==> config.mk <==
export PLATFORM = sky130hd
export DESIGN_NAME = idle_target_ratio_with_peak_hold
export DESIGN_NICKNAME = d
export VERILOG_FILES = /design/src/hw/rtl/itr_pkg.sv /design/src/hw/rtl/idle_target_ratio_with_peak_hold.sv
export SDC_FILE = /design/constraint.sdc
export NUM_CORES = 1
export LEC_CHECK = 0
export ABC_AREA = 1
export BUFFER_PORTS_ARGS = -buffer_cell sky130_fd_sc_hd__clkbuf_2
export CORE_MARGIN = 2
export CORE_UTILIZATION = 30
export DETAILED_ROUTE_END_ITERATION = 8
export GPL_TIMING_DRIVEN = 0
export PLACE_DENSITY_LB_ADDON = 0.08
export SETUP_SLACK_MARGIN = 0.3
export SYNTH_ARGS = -nofsm -noshare
export SYNTH_HDL_FRONTEND = slang
export SYNTH_SLANG_ARGS = --single-unit
==> constraint.sdc <==
create_clock -name clk -period 8.6 [get_ports clk]
set_clock_uncertainty 0.15 [all_clocks]
set_input_delay 0.86 -clock clk [delete_from_list [all_inputs] [get_ports clk]]
set_output_delay 0.86 -clock clk [all_outputs]
set_load 0.02 [all_outputs]
==> src/hw/rtl/itr_pkg.sv <==
`timescale 1ns / 1ps
// ----------------------------------------------------------------------------
// itr_pkg: shared definitions for the idle target ratio block
// Field widths, register indexes, reset values and sequencer codes.
// ----------------------------------------------------------------------------
package itr_pkg;

    // Default number of fraction bits of the ratio and the peak.
    localparam int RATIO_FRAC_BITS_DEF = 16;

    // Widths of the item fields.
    localparam int ROTOR_W   = 8;
    localparam int RPM_W     = 16;
    localparam int COOLANT_W = 16;
    localparam int REF_W     = 32;
    localparam int TARGET_W  = 32;
    localparam int HOLD_W    = 8;

    // Packed stream widths, padded to whole bytes.
    localparam int IN_DATA_W  = 136;
    localparam int OUT_DATA_W = 72;

    // Configuration port.
    localparam int CFG_IDX_W  = 2;
    localparam int CFG_DATA_W = 16;

    typedef enum logic [CFG_IDX_W-1:0] {
        CFG_RPM_THRESHOLD = 2'd0,
        CFG_HOLD_RELOAD   = 2'd1
    } cfg_index_t;

    // Register reset values.
    localparam logic [RPM_W-1:0]  RPM_THRESHOLD_RST = 16'd2500;
    localparam logic [HOLD_W-1:0] HOLD_RELOAD_RST   = 8'hFF;

    // Saturation limits of the target.
    localparam logic [TARGET_W-1:0] TARGET_MAX = 32'h7FFF_FFFF;
    localparam logic [TARGET_W-1:0] TARGET_MIN = 32'h8000_0000;

    // Sequencer states.
    typedef enum logic [3:0] {
        ST_IDLE = 4'b0001,
        ST_DIV  = 4'b0010,
        ST_SAT  = 4'b0100,
        ST_FIN  = 4'b1000
    } state_t;

endpackage

==> src/hw/rtl/idle_target_ratio_with_peak_hold.sv <==
`timescale 1ns / 1ps
// ----------------------------------------------------------------------------
// idle_target_ratio_with_peak_hold: idle target ratio with a held peak
// Computes (alt - main) / main in fixed point with one shared restoring
// divider step, runs the rotor-edge hold counter and the peak register.
// ----------------------------------------------------------------------------
// Usage:
//   Input items arrive on s_tvalid / s_tready / s_tdata, one per control tick.
//   Each item gives exactly one result on m_tvalid / m_tready / m_tdata.
//   cfg_ready is always high. The user writes the two registers through cfg_valid /
//   cfg_ready / cfg_index / cfg_data only while no item is in flight (not enforced).
// Sequence:
//   When the ratio is needed and the divisor is nonzero, an accepted item goes
//   through ST_DIV, where the divider runs one quotient bit a cycle over
//   16 + RATIO_FRAC_BITS bits, then through ST_SAT and ST_FIN; otherwise it goes
//   straight to ST_FIN. A new item is accepted only once the sequencer is back
//   in ST_IDLE, after the last result has moved into the output register.
// Reset and stall:
//   rst_n clears the rotor history, the hold counter, the peak and the output
//   valid flag, and loads the register defaults. A finished result waits in
//   the output register while m_tready is low; the next item is accepted
//   meanwhile and waits at its last step until the output register is free.
// ----------------------------------------------------------------------------
module idle_target_ratio_with_peak_hold
    import itr_pkg::*;
#(
    parameter int RATIO_FRAC_BITS = RATIO_FRAC_BITS_DEF
)
(
    input  logic                  clk,
    input  logic                  rst_n,
    // Configuration write channel
    input  logic                  cfg_valid,
    output logic                  cfg_ready,
    input  logic [CFG_IDX_W-1:0]  cfg_index,
    input  logic [CFG_DATA_W-1:0] cfg_data,
    // Input items
    input  logic                  s_tvalid,
    output logic                  s_tready,
    // From bit 0: rotor_a_status[8], rotor_b_status[8], engine_rpm[16],
    // engine_running[1], closed_loop_active[1], main_temp[16],
    // alt_temp[16], reference_one[32], reference_two[32], zero pad[6]
    input  logic [IN_DATA_W-1:0]  s_tdata,
    // Result items
    output logic                  m_tvalid,
    input  logic                  m_tready,
    // From bit 0: target[32], hold_count[8], peak_value[32]
    output logic [OUT_DATA_W-1:0] m_tdata
);

    // Numerator magnitude is |alt - main| (16 bits) scaled by the fraction.
    localparam int NUM_W = COOLANT_W + RATIO_FRAC_BITS;
    localparam int CNT_W = $clog2(NUM_W);
    localparam int EXT_W = (NUM_W > TARGET_W + 1) ? NUM_W : TARGET_W + 1;

    // Configuration registers
    logic [RPM_W-1:0]  rpm_threshold_reg;
    logic [HOLD_W-1:0] hold_reload_reg;

    // Sequencer and divider
    state_t              state_reg, state_next;
    logic [NUM_W-1:0]    quo_reg;
    logic [COOLANT_W-1:0] rem_reg;
    logic [COOLANT_W-1:0] div_reg;
    logic [CNT_W-1:0]    cnt_reg;
    logic                neg_reg;

    // Captured item
    logic [ROTOR_W-1:0]  rotor_a_reg, rotor_b_reg;
    logic                clear_ok_reg;
    logic [TARGET_W-1:0] target_reg;

    // Persistent block state
    logic [ROTOR_W-1:0]  prev_a_reg, prev_b_reg;
    logic [HOLD_W-1:0]   hold_reg;
    logic [TARGET_W-1:0] peak_reg;

    // Output register
    logic                  out_valid_reg;
    logic [OUT_DATA_W-1:0] out_data_reg;

    // Unpacked input fields
    logic [ROTOR_W-1:0]   in_rotor_a, in_rotor_b;
    logic [RPM_W-1:0]     in_rpm;
    logic                 in_running, in_closed;
    logic [COOLANT_W-1:0] in_main, in_alt;
    logic [REF_W-1:0]     in_ref_one, in_ref_two;

    assign in_rotor_a = s_tdata[7:0];
    assign in_rotor_b = s_tdata[15:8];
    assign in_rpm     = s_tdata[31:16];
    assign in_running = s_tdata[32];
    assign in_closed  = s_tdata[33];
    assign in_main    = s_tdata[49:34];
    assign in_alt     = s_tdata[65:50];
    assign in_ref_one = s_tdata[97:66];
    assign in_ref_two = s_tdata[129:98];

    // Handshakes
    logic in_fire;
    logic out_free;

    assign cfg_ready = 1'b1;
    assign s_tready  = (state_reg == ST_IDLE);
    assign in_fire   = s_tvalid && s_tready;
    assign out_free  = !out_valid_reg || m_tready;
    assign m_tvalid  = out_valid_reg;
    assign m_tdata   = out_data_reg;

    // Front end: difference, magnitudes and the special cases of the ratio.
    logic signed [COOLANT_W:0] diff;
    logic [COOLANT_W-1:0]      diff_mag;
    logic [COOLANT_W-1:0]      main_mag;
    logic                      ratio_en;
    logic                      main_zero;
    logic                      ref_one_pos, ref_two_pos;
    logic [TARGET_W-1:0]       early_target;

    always_comb
    begin
        diff        = $signed({in_alt[COOLANT_W-1], in_alt})
                    - $signed({in_main[COOLANT_W-1], in_main});
        diff_mag    = diff[COOLANT_W] ? COOLANT_W'(-diff) : diff[COOLANT_W-1:0];
        main_mag    = in_main[COOLANT_W-1] ? (~in_main + 1'b1) : in_main;
        ratio_en    = !in_running && !in_closed && (in_rpm >= rpm_threshold_reg);
        main_zero   = (in_main == '0);
        ref_one_pos = !in_ref_one[REF_W-1] && (in_ref_one != '0);
        ref_two_pos = !in_ref_two[REF_W-1] && (in_ref_two != '0);
        if (!ratio_en || diff == '0)
        begin
            early_target = '0;
        end
        else if (diff[COOLANT_W])
        begin
            early_target = TARGET_MIN;
        end
        else
        begin
            early_target = TARGET_MAX;
        end
    end

    // Shared divider step: shift one numerator bit in and trial-subtract.
    logic [COOLANT_W:0]   rem_shift;
    logic [COOLANT_W+1:0] trial;
    logic                 q_bit;

    always_comb
    begin
        rem_shift = {rem_reg, quo_reg[NUM_W-1]};
        trial     = {1'b0, rem_shift} - {2'b00, div_reg};
        q_bit     = !trial[COOLANT_W+1];
    end

    // Signed saturation of the quotient magnitude.
    logic [EXT_W-1:0]    q_ext;
    logic [TARGET_W-1:0] sat_target;

    always_comb
    begin
        q_ext = EXT_W'(quo_reg);
        if (!neg_reg)
        begin
            sat_target = (q_ext > EXT_W'(TARGET_MAX)) ? TARGET_MAX : q_ext[TARGET_W-1:0];
        end
        else
        begin
            sat_target = (q_ext > EXT_W'(TARGET_MIN)) ? TARGET_MIN
                       : (~q_ext[TARGET_W-1:0] + 1'b1);
        end
    end

    // Hold counter and peak update for the finishing item.
    logic                edge_seen;
    logic [HOLD_W-1:0]   hold_next;
    logic [TARGET_W-1:0] peak_next;

    always_comb
    begin
        edge_seen = (prev_a_reg == ROTOR_W'(1) && rotor_a_reg == '0)
                 || (prev_b_reg == ROTOR_W'(1) && rotor_b_reg == '0);
        if (edge_seen)
        begin
            hold_next = hold_reload_reg;
        end
        else if (hold_reg != '0)
        begin
            hold_next = hold_reg - 1'b1;
        end
        else
        begin
            hold_next = hold_reg;
        end

        peak_next = peak_reg;
        if (hold_next != '0)
        begin
            if ($signed(target_reg) > $signed(peak_reg))
            begin
                peak_next = target_reg;
            end
        end
        else if (clear_ok_reg)
        begin
            peak_next = '0;
        end
    end

    // Sequencer next state
    always_comb
    begin
        state_next = state_reg;
        case (state_reg)
            ST_IDLE:
            begin
                if (in_fire)
                begin
                    state_next = (ratio_en && !main_zero) ? ST_DIV : ST_FIN;
                end
            end
            ST_DIV:
            begin
                if (cnt_reg == '0)
                begin
                    state_next = ST_SAT;
                end
            end
            ST_SAT:
            begin
                state_next = ST_FIN;
            end
            ST_FIN:
            begin
                if (out_free)
                begin
                    state_next = ST_IDLE;
                end
            end
            default:
            begin
                state_next = ST_IDLE;
            end
        endcase
    end

    // Control registers
    always_ff @(posedge clk or negedge rst_n)
    begin
        if (!rst_n)
        begin
            state_reg         <= ST_IDLE;
            rpm_threshold_reg <= RPM_THRESHOLD_RST;
            hold_reload_reg   <= HOLD_RELOAD_RST;
            prev_a_reg        <= '0;
            prev_b_reg        <= '0;
            hold_reg          <= '0;
            peak_reg          <= '0;
            out_valid_reg     <= 1'b0;
        end
        else
        begin
            state_reg <= state_next;

            if (cfg_valid && cfg_ready)
            begin
                if (cfg_index == CFG_RPM_THRESHOLD)
                begin
                    rpm_threshold_reg <= cfg_data[RPM_W-1:0];
                end
                else if (cfg_index == CFG_HOLD_RELOAD)
                begin
                    hold_reload_reg <= cfg_data[HOLD_W-1:0];
                end
            end

            if (state_reg == ST_FIN && out_free)
            begin
                prev_a_reg    <= rotor_a_reg;
                prev_b_reg    <= rotor_b_reg;
                hold_reg      <= hold_next;
                peak_reg      <= peak_next;
                out_valid_reg <= 1'b1;
            end
            else if (m_tready)
            begin
                out_valid_reg <= 1'b0;
            end
        end
    end

    // Datapath registers
    always_ff @(posedge clk)
    begin
        case (state_reg)
            ST_IDLE:
            begin
                if (in_fire)
                begin
                    rotor_a_reg  <= in_rotor_a;
                    rotor_b_reg  <= in_rotor_b;
                    clear_ok_reg <= !ref_one_pos && !ref_two_pos;
                    target_reg   <= early_target;
                    quo_reg      <= {diff_mag, {RATIO_FRAC_BITS{1'b0}}};
                    rem_reg      <= '0;
                    div_reg      <= main_mag;
                    neg_reg      <= diff[COOLANT_W] ^ in_main[COOLANT_W-1];
                    cnt_reg      <= CNT_W'(NUM_W - 1);
                end
            end
            ST_DIV:
            begin
                rem_reg <= q_bit ? trial[COOLANT_W-1:0] : rem_shift[COOLANT_W-1:0];
                quo_reg <= {quo_reg[NUM_W-2:0], q_bit};
                cnt_reg <= cnt_reg - 1'b1;
            end
            ST_SAT:
            begin
                target_reg <= sat_target;
            end
            ST_FIN:
            begin
                if (out_free)
                begin
                    out_data_reg <= {peak_next, hold_next, target_reg};
                end
            end
            default:
            begin
            end
        endcase
    end

endmodule

==> flow_summary.json <==
{
  "status": "finished, final reports clean",
  "insertion_delay_ns": 0.56,
  "worst_setup_hold_path_clk_slew_ns": 0.06,
  "synth.ff_latch_count": 276,
  "wl_per_cell_um": 16.82,
  "cts-buffers-inserted": 36,
  "fin_worst_hold_slack_ns": 0.2063,
  "hold_path_class": "in2async",
  "layout-drive-gt1-share": 0.1587,
  "drt_pre_antenna_iters": 7,
  "ctsLongestPathBuffers": 3,
  "rsz0062_at_grt": "false",
  "drtIter0Drc": 784,
  "power.density_mw_per_mm2": 281.3,
  "worst_ep_required_time_ns": 8.74,
  "comb_power_share": 0.367,
  "port-buffer-count": 226,
  "worst-slew-pin-transition_ns": 0.8994,
  "die_width_um": 238.4,
  "final.period_utilization": 0.3879,
  "internal_power_summed_over_all_cells_mw": 3.419,
  "synth_enable_flop_cells": 191,
  "cts_resized": 0,
  "topRoutingLayerUsed": "met4",
  "critPathTopFamily": "simple AND/OR/NAND/NOR gates",
  "routed_wl_um": 49340,
  "synth_top_flop_cell": "sky130_fd_sc_hd__edfxtp_1",
  "worst-path-buf-inv": 1,
  "detailedPlacementHpwl_um": 38050,
  "largest_reg_flops": 72,
  "cp_cell_sequence": "ha_1 > nand2_1 > nor2_1 > nand4_1 > nor3b_2 > nand4_1 > nand3_1 > clkbuf_1 > nand2_1 > a21boi_1",
  "synth_warnings": 0,
  "worst_ir_drop_vdd_v": 0.0001414,
  "route.antenna.remaining_nets": 0,
  "clkPwrFrac": 0.269,
  "grt_start_max_net_pins": 46,
  "slew_viol_final": 0,
  "setup-tns-final_ns": 0,
  "routedLengthMet1_um": 23250,
  "clock_sinks": 276,
  "design.die.area_mm2": 0.05685,
  "worstSetupEndpointType": "flop",
  "fmax_ghz": 0.2997,
  "slew_headroom": 0.3995,
  "grt_first_pass_wirelength_um": 77340,
  "seq_area_frac_synth": 0.4779,
  "core-area_mm2": 0.05403,
  "area_growth_syn_to_fin_pct": 19.81,
  "gp_routability_congestion": 0.8834,
  "design.final.nets": 2458,
  "placementRows": 85,
  "tritoncts_clock_tree": "built",
  "post_route_cell_area_mm2": 0.01976,
  "timing_worst_setup_path_type": "reg2reg",
  "finalHoldViolCount": 0,
  "root_buffer": "sky130_fd_sc_hd__clkbuf_16",
  "p_sw_frac": 0.3847,
  "cpMaxStageDelayCell": "sky130_fd_sc_hd__clkbuf_1",
  "switchingPower_mw": 2.138,
  "cts.repair_timing.setup_buffer_count": 0,
  "die_height_um": 238.4,
  "vias": 13850,
  "cp-start-kind": "flop",
  "cp_max_fo": 10,
  "synth_cell_types": 51,
  "share_of_async_settable_or_async_resettable_flops_after_synthesis": 0.3080,
  "io_pins": 234,
  "number_of_global_route_vias_before_repair": 13840,
  "cts-hold-fix-buffers": 0,
  "drt_drc_violations_left": 0,
  "power.leakage_nw": 9.296,
  "n_antenna_cell": 0,
  "setup-violations-final": 0,
  "sequentialPowerShare": 0.364,
  "globalRouteOverflowTotal": 0,
  "max_cap_violations": 0,
  "grt_use_total": 0.1747,
  "timing.critical_path.slowest_cell_delay_ns": 0.53,
  "met2_length_um": 22920,
  "routed-wl-met3_um": 2079,
  "grt_antenna_before_repair": 0,
  "synthesized_area_divided_by_synthesized_cell_count_um2": 8.490,
  "syn_area_mm2": 0.01649,
  "routed_via_density": 4.723,
  "placed_inst_area_mm2": 0.01859,
  "worst_endpoint_data_arrival_time_ns": 3.48,
  "floorplan.initialDensity": 0.3052,
  "final.min_clock_period_ns": 3.336,
  "synth_nets": 2190,
  "htree_num_levels": 2,
  "post_synthesis_instance_total": 1942
}
==> kinds of logic (layout without fill, tap and decap cells) <==
kind of cell / after synthesis / count (layout) / share of synthesized area
AO/OA/AOI/OAI: 255 / 255 / 0.09030
XOR/XNOR: 71 / 71 / 0.03908
adder cells (fa/ha/maj): 89 / 89 / 0.06845
buffers and inverters: 326 / 621 / 0.07907
flip-flops: 276 / 276 / 0.4779
other: 1 / 1 / 0.0002274
AND/OR/NAND/NOR: 924 / 924 / 0.2450
==> metrics by stage <==
stage / worst slack, ns / total power [mW] / instances / utilization
finish: 5.264 / 5.557 / 2933 / 0.3657
global route: 4.921 / 5.994 / 2933 / 0.3657
CTS: 5.179 / 5.640 / 2933 / 0.3657
detailed placement: 4.747 / 4.099 / 2868 / 0.3442
global placement: 2.910 / 4.080 / 2864 / 0.3422
floorplan: 4.674 / 3.441 / 1942 / -
==> cells in the final DEF, fill, tap and decap left out, types with 5 or more instances in the layout <==
cell                        count
sky130_fd_sc_hd__a21boi_1      31
sky130_fd_sc_hd__a21oi_1       78
sky130_fd_sc_hd__buf_4          8
sky130_fd_sc_hd__buf_6          6
sky130_fd_sc_hd__clkbuf_1      54
sky130_fd_sc_hd__clkbuf_16     38
sky130_fd_sc_hd__clkbuf_2     225
sky130_fd_sc_hd__clkinv_1       7
sky130_fd_sc_hd__clkinv_2       5
sky130_fd_sc_hd__dfrtp_1       71
sky130_fd_sc_hd__dfstp_2       14
sky130_fd_sc_hd__edfxtp_1     191
sky130_fd_sc_hd__ha_1          87
sky130_fd_sc_hd__inv_1        251
sky130_fd_sc_hd__inv_2          8
sky130_fd_sc_hd__nand2_1      521
sky130_fd_sc_hd__nand2_2        9
sky130_fd_sc_hd__nand3_1      110
sky130_fd_sc_hd__nand3b_1       6
sky130_fd_sc_hd__nand4_1       81
sky130_fd_sc_hd__nor2_1       137
sky130_fd_sc_hd__nor3_1        19
sky130_fd_sc_hd__nor4_1        19
sky130_fd_sc_hd__o211ai_1       5
sky130_fd_sc_hd__o21ai_0      104
sky130_fd_sc_hd__o221ai_1      18
sky130_fd_sc_hd__xnor2_1       14
sky130_fd_sc_hd__xor2_1        54
==> final cells by class <==
| class | instances | area, µm² |
|---|---|---|
| sequential | 276 | 7880 |
| timing repair buffer | 230 | 1229 |
| multi-input combinational | 1340 | 7307 |
| clock inverter | 19 | 180.2 |
| fill | 5618 | 34270 |
| buffer | 67 | 335.3 |
| inverter | 259 | 972.2 |
| clock buffer | 46 | 980.9 |
| tap | 696 | 870.8 |
==> path summary, 6_finish.rpt <==
| path | start | end | slack [ns] | depth (start not counted) |
|---|---|---|---|---|
| setup / recovery | target_reg[23] | m_tdata[50] | 5.26 | 10 |
| hold / removal | rst_n | rpm_threshold_reg[1] | 0.21 | 1 |
| setup reg to reg | target_reg[23] | m_tdata[50] | 5.26 | 10 |
| hold reg to reg | target_reg[0] | m_tdata[0] | 0.31 | 0 |
| max in group asynchronous | rst_n | state_reg[0] | 7.35 | 2 |
| min in group clk | target_reg[0] | m_tdata[0] | 0.31 | 0 |
==> worst register-to-register path: stages (launching register included) <==
cell                       delay, ns
sky130_fd_sc_hd__edfxtp_1       0.50
sky130_fd_sc_hd__ha_1           0.35
sky130_fd_sc_hd__nand2_1        0.07
sky130_fd_sc_hd__nor2_1         0.14
sky130_fd_sc_hd__nand4_1        0.14
sky130_fd_sc_hd__nor3b_2        0.24
sky130_fd_sc_hd__nand4_1        0.31
sky130_fd_sc_hd__nand3_1        0.31
sky130_fd_sc_hd__clkbuf_1       0.53
sky130_fd_sc_hd__nand2_1        0.14
sky130_fd_sc_hd__a21boi_1       0.19
==> cells in the mapped netlist (18+ instances only) <==
library cell	instances	area share
sky130_fd_sc_hd__nor4_1	19	0.0072
sky130_fd_sc_hd__o21ai_0	104	0.032
sky130_fd_sc_hd__edfxtp_1	191	0.35
sky130_fd_sc_hd__nand2_1	522	0.12
sky130_fd_sc_hd__nand3_1	110	0.033
sky130_fd_sc_hd__o221ai_1	18	0.0096
sky130_fd_sc_hd__clkbuf_1	47	0.011
sky130_fd_sc_hd__a21boi_1	31	0.014
sky130_fd_sc_hd__ha_1	87	0.066
sky130_fd_sc_hd__nand4_1	81	0.031
sky130_fd_sc_hd__dfrtp_1	71	0.11
sky130_fd_sc_hd__inv_1	252	0.057
sky130_fd_sc_hd__nor2_1	137	0.031
sky130_fd_sc_hd__nor3_1	19	0.0058
sky130_fd_sc_hd__xor2_1	54	0.029
sky130_fd_sc_hd__a21oi_1	78	0.024
==> power by group through the flow <==
| stage | Sequential (mW) | Combinational (mW) | Clock, mW |
|---|---|---|---|
| after global routing | 2.06 | 2.34 | 1.60 |
| final | 2.02 | 2.04 | 1.49 |
| after global placement | 2.05 | 2.03 | 0 |
| after floorplan | 2.02 | 1.42 | 0 |
| after detailed placement | 2.04 | 2.06 | 0 |
| after CTS | 2.02 | 2.07 | 1.55 |
==> layer usage <==
layer,vias up,GRT usage
li1,7040,-
met1,6507,0.2381
met2,245,0.2864
met3,62,0.03008
met4,0,0.04640
met5,-,0
Power figures use the tool's default switching activity.
